--- src/shbh_pkg.sv ---
// Shared types and constants of the SHA-256 byte stream hasher.
// Depends on nothing; every other file imports it.
package shbh_pkg;

  typedef struct packed {
    logic [7:0] data_byte;
    logic       byte_present;
    logic       end_of_message;
  } in_beat_t;

  typedef struct packed {
    logic [31:0] digest_word;
    logic [2:0]  word_index;
    logic        last_word;
  } out_beat_t;

  // Index 0 holds working variable a (or chaining word 0), index 7 holds h.
  typedef logic [7:0][31:0] words_t;

  localparam words_t IV = {
    32'h5be0cd19, 32'h1f83d9ab, 32'h9b05688c, 32'h510e527f,
    32'ha54ff53a, 32'h3c6ef372, 32'hbb67ae85, 32'h6a09e667
  };

  localparam logic [7:0] PAD_MARK = 8'h80;

  function automatic logic [31:0] round_const(input logic [5:0] t);
    logic [31:0] k;
    case (t)
      6'd0:  k = 32'h428a2f98;  6'd1:  k = 32'h71374491;
      6'd2:  k = 32'hb5c0fbcf;  6'd3:  k = 32'he9b5dba5;
      6'd4:  k = 32'h3956c25b;  6'd5:  k = 32'h59f111f1;
      6'd6:  k = 32'h923f82a4;  6'd7:  k = 32'hab1c5ed5;
      6'd8:  k = 32'hd807aa98;  6'd9:  k = 32'h12835b01;
      6'd10: k = 32'h243185be;  6'd11: k = 32'h550c7dc3;
      6'd12: k = 32'h72be5d74;  6'd13: k = 32'h80deb1fe;
      6'd14: k = 32'h9bdc06a7;  6'd15: k = 32'hc19bf174;
      6'd16: k = 32'he49b69c1;  6'd17: k = 32'hefbe4786;
      6'd18: k = 32'h0fc19dc6;  6'd19: k = 32'h240ca1cc;
      6'd20: k = 32'h2de92c6f;  6'd21: k = 32'h4a7484aa;
      6'd22: k = 32'h5cb0a9dc;  6'd23: k = 32'h76f988da;
      6'd24: k = 32'h983e5152;  6'd25: k = 32'ha831c66d;
      6'd26: k = 32'hb00327c8;  6'd27: k = 32'hbf597fc7;
      6'd28: k = 32'hc6e00bf3;  6'd29: k = 32'hd5a79147;
      6'd30: k = 32'h06ca6351;  6'd31: k = 32'h14292967;
      6'd32: k = 32'h27b70a85;  6'd33: k = 32'h2e1b2138;
      6'd34: k = 32'h4d2c6dfc;  6'd35: k = 32'h53380d13;
      6'd36: k = 32'h650a7354;  6'd37: k = 32'h766a0abb;
      6'd38: k = 32'h81c2c92e;  6'd39: k = 32'h92722c85;
      6'd40: k = 32'ha2bfe8a1;  6'd41: k = 32'ha81a664b;
      6'd42: k = 32'hc24b8b70;  6'd43: k = 32'hc76c51a3;
      6'd44: k = 32'hd192e819;  6'd45: k = 32'hd6990624;
      6'd46: k = 32'hf40e3585;  6'd47: k = 32'h106aa070;
      6'd48: k = 32'h19a4c116;  6'd49: k = 32'h1e376c08;
      6'd50: k = 32'h2748774c;  6'd51: k = 32'h34b0bcb5;
      6'd52: k = 32'h391c0cb3;  6'd53: k = 32'h4ed8aa4a;
      6'd54: k = 32'h5b9cca4f;  6'd55: k = 32'h682e6ff3;
      6'd56: k = 32'h748f82ee;  6'd57: k = 32'h78a5636f;
      6'd58: k = 32'h84c87814;  6'd59: k = 32'h8cc70208;
      6'd60: k = 32'h90befffa;  6'd61: k = 32'ha4506ceb;
      6'd62: k = 32'hbef9a3f7;  6'd63: k = 32'hc67178f2;
      default: k = 32'h0;
    endcase
    return k;
  endfunction

endpackage

--- src/shbh_round.sv ---
// One SHA-256 round and one message schedule step, shared by all 64 rounds.
// Depends on shbh_pkg.
module shbh_round
  import shbh_pkg::*;
(
  input  words_t        work,
  input  logic [511:0]  window,
  input  logic [5:0]    rnd,
  output words_t        work_next,
  output logic [31:0]   w_new
);

  logic [31:0] w0, w1, w9, w14;
  logic [31:0] s0, s1, bs0, bs1, ch, mj, t1;

  always_comb begin
    // Word i of the sliding window sits at bits 511-32*i.
    w0  = window[511:480];
    w1  = window[479:448];
    w9  = window[223:192];
    w14 = window[63:32];
    s0  = {w1[6:0], w1[31:7]} ^ {w1[17:0], w1[31:18]} ^ (w1 >> 3);
    s1  = {w14[16:0], w14[31:17]} ^ {w14[18:0], w14[31:19]} ^ (w14 >> 10);
    w_new = s1 + w9 + s0 + w0;

    bs1 = {work[4][5:0], work[4][31:6]} ^ {work[4][10:0], work[4][31:11]}
        ^ {work[4][24:0], work[4][31:25]};
    ch  = (work[4] & work[5]) ^ (~work[4] & work[6]);
    t1  = work[7] + bs1 + ch + round_const(rnd) + w0;
    bs0 = {work[0][1:0], work[0][31:2]} ^ {work[0][12:0], work[0][31:13]}
        ^ {work[0][21:0], work[0][31:22]};
    mj  = (work[0] & work[1]) ^ (work[0] & work[2]) ^ (work[1] & work[2]);

    work_next[7] = work[6];
    work_next[6] = work[5];
    work_next[5] = work[4];
    work_next[4] = work[3] + t1;
    work_next[3] = work[2];
    work_next[2] = work[1];
    work_next[1] = work[0];
    work_next[0] = t1 + bs0 + mj;
  end

endmodule

--- src/sha256_byte_stream_hasher.sv ---
// Top level of the SHA-256 byte stream hasher.
// Depends on shbh_pkg and shbh_round.
//
// The block absorbs one message byte per input beat into a 512-bit shift
// register. When a block fills, the block drops ready while 64 rounds run
// through one shared round unit, one round per cycle, with the message
// schedule computed in the same shift register, and then folds the result
// into the chaining words. An end-of-message beat pads the block one byte
// per cycle (with a second padded block and compression when the length
// does not fit), runs the final compression, and then presents the eight
// digest words as eight output beats, word 0 first, last_word set on
// word 7. Input is not taken while the digest is being delivered; after
// the last word the chaining words return to the SHA-256 initial values
// and the length count clears. The length count wraps modulo 2^64 bits.
module sha256_byte_stream_hasher
  import shbh_pkg::*;
(
  input  logic      clk,
  input  logic      rst_n,
  input  logic      in_valid,
  output logic      in_ready,
  input  in_beat_t  in_data,
  output logic      out_valid,
  input  logic      out_ready,
  output out_beat_t out_data
);

  typedef enum logic [2:0] {S_IDLE, S_PAD, S_COMP, S_ADD, S_OUT} state_t;

  state_t       state_r;
  logic [511:0] buf_r;       // block bytes, then the schedule window
  words_t       chain_r;
  words_t       work_r;
  words_t       work_nxt;
  logic [31:0]  w_new;
  logic [5:0]   pos_r;       // bytes in the block buffer
  logic [5:0]   pos_nxt;
  logic [5:0]   rnd_r;
  logic [54:0]  blk_r;       // completed data blocks
  logic [63:0]  len_r;       // message length in bits, latched at finish
  logic         fin_r;       // message end requested
  logic         pad_r;       // padding has begun
  logic         final_r;     // the block being padded carries the length
  logic         first_r;     // next pad byte is the marker
  logic [2:0]   idx_r;
  logic [7:0]   pad_byte;

  shbh_round u_round (
    .work      (work_r),
    .window    (buf_r),
    .rnd       (rnd_r),
    .work_next (work_nxt),
    .w_new     (w_new)
  );

  assign pos_nxt = pos_r + {5'd0, in_data.byte_present};

  always_comb begin
    if (first_r) begin
      pad_byte = PAD_MARK;
    end else if (final_r && (pos_r >= 6'd56)) begin
      pad_byte = len_r[8'd63 - {2'b00, pos_r[2:0], 3'b000} -: 8];
    end else begin
      pad_byte = 8'h00;
    end
  end

  assign in_ready  = (state_r == S_IDLE);
  assign out_valid = (state_r == S_OUT);
  assign out_data.digest_word = chain_r[idx_r];
  assign out_data.word_index  = idx_r;
  assign out_data.last_word   = (idx_r == 3'd7);

  always_ff @(posedge clk) begin
    if (!rst_n) begin
      state_r <= S_IDLE;
      chain_r <= IV;
      pos_r   <= '0;
      rnd_r   <= '0;
      blk_r   <= '0;
      fin_r   <= 1'b0;
      pad_r   <= 1'b0;
      final_r <= 1'b0;
      first_r <= 1'b0;
      idx_r   <= '0;
    end else begin
      case (state_r)
        S_IDLE: begin
          if (in_valid) begin
            fin_r <= in_data.end_of_message;
            pos_r <= pos_nxt;
            if (in_data.byte_present) begin
              buf_r <= {buf_r[503:0], in_data.data_byte};
            end
            if (in_data.byte_present && (pos_r == 6'd63)) begin
              state_r <= S_COMP;
              work_r  <= chain_r;
              rnd_r   <= '0;
            end else if (in_data.end_of_message) begin
              state_r <= S_PAD;
              pad_r   <= 1'b1;
              first_r <= 1'b1;
              final_r <= (pos_nxt < 6'd56);
              len_r   <= {blk_r, pos_nxt, 3'b000};
            end
          end
        end
        S_PAD: begin
          buf_r   <= {buf_r[503:0], pad_byte};
          first_r <= 1'b0;
          pos_r   <= pos_r + 6'd1;
          if (pos_r == 6'd63) begin
            state_r <= S_COMP;
            work_r  <= chain_r;
            rnd_r   <= '0;
          end
        end
        S_COMP: begin
          work_r <= work_nxt;
          buf_r  <= {buf_r[479:0], w_new};
          rnd_r  <= rnd_r + 6'd1;
          if (rnd_r == 6'd63) begin
            state_r <= S_ADD;
          end
        end
        S_ADD: begin
          for (int i = 0; i < 8; i++) begin
            chain_r[i] <= chain_r[i] + work_r[i];
          end
          if (!pad_r) begin
            blk_r <= blk_r + 55'd1;
          end
          if (!fin_r) begin
            state_r <= S_IDLE;
          end else if (!pad_r) begin
            // The finishing byte filled a block: pad a fresh one.
            state_r <= S_PAD;
            pad_r   <= 1'b1;
            first_r <= 1'b1;
            final_r <= 1'b1;
            len_r   <= {blk_r + 55'd1, 6'd0, 3'b000};
          end else if (!final_r) begin
            state_r <= S_PAD;
            final_r <= 1'b1;
          end else begin
            state_r <= S_OUT;
            idx_r   <= '0;
          end
        end
        S_OUT: begin
          if (out_ready) begin
            idx_r <= idx_r + 3'd1;
            if (idx_r == 3'd7) begin
              state_r <= S_IDLE;
              chain_r <= IV;
              blk_r   <= '0;
              pos_r   <= '0;
              fin_r   <= 1'b0;
              pad_r   <= 1'b0;
              final_r <= 1'b0;
            end
          end
        end
        default: begin
          state_r <= S_IDLE;
        end
      endcase
    end
  end

endmodule

--- config.mk ---
export PLATFORM = sky130hd
export DESIGN_NAME = sha256_byte_stream_hasher
export DESIGN_NICKNAME = d
export VERILOG_FILES = /design/src/shbh_pkg.sv /design/src/shbh_round.sv /design/src/sha256_byte_stream_hasher.sv
export SDC_FILE = /design/constraint.sdc
export NUM_CORES = 2
export LEC_CHECK = 0
export ABC_AREA = 1
export BUFFER_PORTS_ARGS = -buffer_cell sky130_fd_sc_hd__buf_4
export CORE_MARGIN = 2
export CORE_UTILIZATION = 55
export CTS_CLUSTER_SIZE = 14
export DETAILED_ROUTE_END_ITERATION = 8
export GPL_ROUTABILITY_DRIVEN = 1
export MAX_ROUTING_LAYER = met4
export PLACE_DENSITY_LB_ADDON = 0.25
export SETUP_SLACK_MARGIN = 0.15
export SLEW_MARGIN = 20
export SYNTH_ARGS = -nofsm -noshare
export SYNTH_HDL_FRONTEND = slang
export SYNTH_HIERARCHICAL = 1
export SYNTH_SLANG_ARGS = --single-unit
--- constraint.sdc ---
create_clock -name clk -period 35.7 [get_ports clk]
set_input_delay 0 -clock clk [delete_from_list [all_inputs] [get_ports clk]]
set_output_delay 0 -clock clk [all_outputs]
set_load 0.01 [all_outputs]
==> impl_metrics.env <==
export IMPL_status="completed"
export IMPL_critPathSlowestCell="dfxtp_1"
export IMPL_drv_cap=0
export IMPL_dp_hpwl_mm=266
export IMPL_setup_violations=0
export IMPL_coreArea_sq_um=159000
export IMPL_io_buffers=51
export IMPL_drv_slew=0
export IMPL_yosysSeqAreaShare_pct=35.8
export IMPL_finalNonFillerCells=14200
export IMPL_die_y_um=404
export IMPL_initial_utilization_pct=55.5
export IMPL_grt_setup_unrepaired="false"
export IMPL_drc_errors=0
export IMPL_routabilityCongestion=1.07
export IMPL_grt_pass1_wl_mm=506
export IMPL_globalRouteOverflowTotal=0
export IMPL_finalClockSkew_ns=0.0560
export IMPL_antenna_found_initial=12
export IMPL_routed_wl_mm=346
export IMPL_syn_area_sq_um=88100
export IMPL_placed_cells=13900
export IMPL_synth_main_ff_cell="edfxtp_1"
export IMPL_drt_iter0_drc=11900
export IMPL_grt_use_total_pct=42.8
export IMPL_rows=146
export IMPL_via_per_inst=5.91
export IMPL_async_reset_ff_share_pct=0
export IMPL_yosysUniqueCellTypes=70
export IMPL_syn_nets=12900
export IMPL_layout_drive_gt1_share_pct=3.59
export IMPL_synth_top_cell_by_area="edfxtp_1"
export IMPL_min_path_type="in -> reg"
export IMPL_fin_crit_ns=7.84
export IMPL_dr_total_vias=84000
export IMPL_finish_instance_area_sq_um=93400
export IMPL_start_kind="flip-flop"
export IMPL_dieArea_sq_um=163000
export IMPL_io_pins=52
export IMPL_yosys_area_top_type_share_pct=28.3
export IMPL_synthTopCellsByArea="edfxtp_1 (28%), nand2_1 (18%), inv_1 (7.7%)"
export IMPL_cts_tree="done"
export IMPL_tns_ns=0
export IMPL_ys_warn_count=6
export IMPL_slew_headroom_pct=19.4
export IMPL_antenna_left=0
export IMPL_max_freq_ghz=0.128
export IMPL_grt_max_degree=222
export IMPL_synth_enable_flop_cells=829
export IMPL_worst_ep_arrival_time_ns=8.37
export IMPL_drt_first_pass_iters=7
export IMPL_grt_pass1_vias=79600
export IMPL_required_ns=36.22
export IMPL_clock_path_buffers=3
export IMPL_cpMostUsedCell="nand2_1"
export IMPL_wl_per_cell_um=24.3
export IMPL_synth_seq_cells=1162
export IMPL_clk_pin_slew_worst_paths_ns=0.06
export IMPL_cpPeakStageDelay_ns=0.66
export IMPL_clock_sinks=1162
export IMPL_min_period_over_period_pct=22.0
export IMPL_synthCells=12300
export IMPL_critPathKind="reg -> reg"
export IMPL_avgSynthCellArea_sq_um=7.14
export IMPL_worstPathMaxFanout=15
export IMPL_worst_pin_slew_ns=1.20
export IMPL_clk_latency_ns=0.83
export IMPL_hold_violations=0
export IMPL_cts_setup_buffers=0
export IMPL_clockRootBuffer="clkbuf_16"
export IMPL_critPathCaptureType="flip-flop"
export IMPL_htree_levels=4
export IMPL_fin_nets=12600
export IMPL_post_dp_cell_area_sq_um=88600
export IMPL_die_w_um=404
export IMPL_cts_buffers=136
export IMPL_syn2layout_area_growth_pct=6.04
-- logic make-up after synthesis --
family | count (synthesis) | synth area share, %
and+or+nand+nor | 5772 | 26.1
buffers and inverters | 2395 | 11.2
AOI/OAI and AO/OA | 1932 | 12.0
DFF | 1162 | 35.8
adders and majority gates | 612 | 10.3
xor gates and xnor gates | 432 | 4.30
muxes | 29 | 0.368
-- synth_stat cells (all sizes together) (12+ instances only) --
master / number
xor2: 262
nand2: 4261
nand4: 61
o211ai: 63
xnor2: 170
o21ai: 876
nor2: 727
nor3: 96
edfxtp: 829
clkbuf: 284
o22ai: 28
or2: 28
a221oi: 12
mux2: 27
o21bai: 53
a31oi: 68
nand3b: 20
a21o: 40
buf: 297
o221ai: 19
inv: 1810
ha: 397
maj3: 20
nand3: 555
and2: 14
dfxtp: 333
a21oi: 712
fa: 195
-- per-stage QoR --
stage | worst slack (ns) | util (%) | hold slack (ns)
final | 27.86 | 58.8 | 0.0955
after detailed placement | 28.13 | 55.8 | 0.308
after floorplan | 12.22 | - | 0.147
after global placement | 28.05 | 55.8 | 0.293
after CTS | 28.06 | 58.8 | 0.0535
after global routing | 27.42 | 58.8 | 0.0982
-- worst max-delay path, delay by kind of cell, from the launching register on --
family                   cells  cell delay (ns)
AND/OR/NAND/NOR             12             2.27
buffers and inverters        6             0.85
adder cells (fa/ha/maj)      5             2.29
flip-flops                   1             0.66
AO/OA/AOI/OAI                8             1.48
-- metal layers --
| layer | global-route usage, % | wire (um) | vias to the layer above |
|---|---|---|---|
| li1 | - | - | 38700 |
| met1 | 53.0 | 131000 | 39200 |
| met2 | 64.7 | 152000 | 5080 |
| met3 | 8.18 | 36100 | 1119 |
| met4 | 26.7 | 26400 | 0 |
| met5 | - | 0 | - |
-- area by class of cell --
type	count	area, sq um
Antenna cell	8	20.0
Clock buffer	174	3610
Clock inverter	77	987
Fill cell	14500	65400
Inverter	1814	6840
Multi-Input combinational cell	8777	46700
Sequential cell	1162	31600
Tap cell	2072	2590
Timing Repair Buffer	129	1050
-- state kept, by name, summed over array words and instances, names as in the netlist --
| register | count |
|---|---|
| pos_r | 6 |
| blk_r | 55 |
| buf_r | 512 |
| state_r | 3 |
| pad_r | 1 |
| len_r | 61 |
| chain_r | 256 |
| final_r | 1 |
| work_r | 256 |
| rnd_r | 6 |
| fin_r | 1 |
| first_r | 1 |
| idx_r | 3 |
-- timing repair --
action,4_1_cts,5_1_grt
hold endpoints to repair,54,0
hold buffers,15,0
gates resized for setup,0,0
-- final timing paths --
path | depth (start not counted) | startpoint | to | slack (ns)
setup / recovery | 31 | rnd_r[1] | work_r[31] | 27.86
hold reg to reg | 2 | blk_r[54] | blk_r[54] | 0.49
setup reg to reg | 31 | rnd_r[1] | work_r[31] | 27.86
hold / removal | 4 | in_data[3] | buf_r[1] | 0.1
-- placed cells by master (no fill, tap or decap), types with 23 or more instances in the layout --
| cell type | Yosys | layout |
|---|---|---|
| clkinv_1 | 4 | 23 |
| a31oi_1 | 67 | 67 |
| o21ai_0 | 851 | 851 |
| a21oi_1 | 707 | 707 |
| o22ai_1 | 28 | 28 |
| buf_4 | 196 | 110 |
| nand4_1 | 61 | 61 |
| nor3_1 | 95 | 95 |
| o211ai_1 | 63 | 63 |
| nand2_1 | 4246 | 4245 |
| mux2_2 | 27 | 27 |
| fa_1 | 195 | 195 |
| ha_1 | 397 | 397 |
| a21o_1 | 40 | 40 |
| clkbuf_16 | 0 | 136 |
| xor2_1 | 262 | 262 |
| inv_1 | 1798 | 1797 |
| or2_2 | 26 | 26 |
| dfxtp_1 | 333 | 330 |
| clkbuf_1 | 284 | 32 |
| nor2_1 | 723 | 719 |
| o21bai_1 | 53 | 53 |
| edfxtp_1 | 829 | 829 |
| nand3_1 | 551 | 551 |
| xnor2_1 | 170 | 170 |
Power is left out: the tool's default activity adds up to more than one toggle a clock period on the data nets, which glitch-free logic cannot reach.
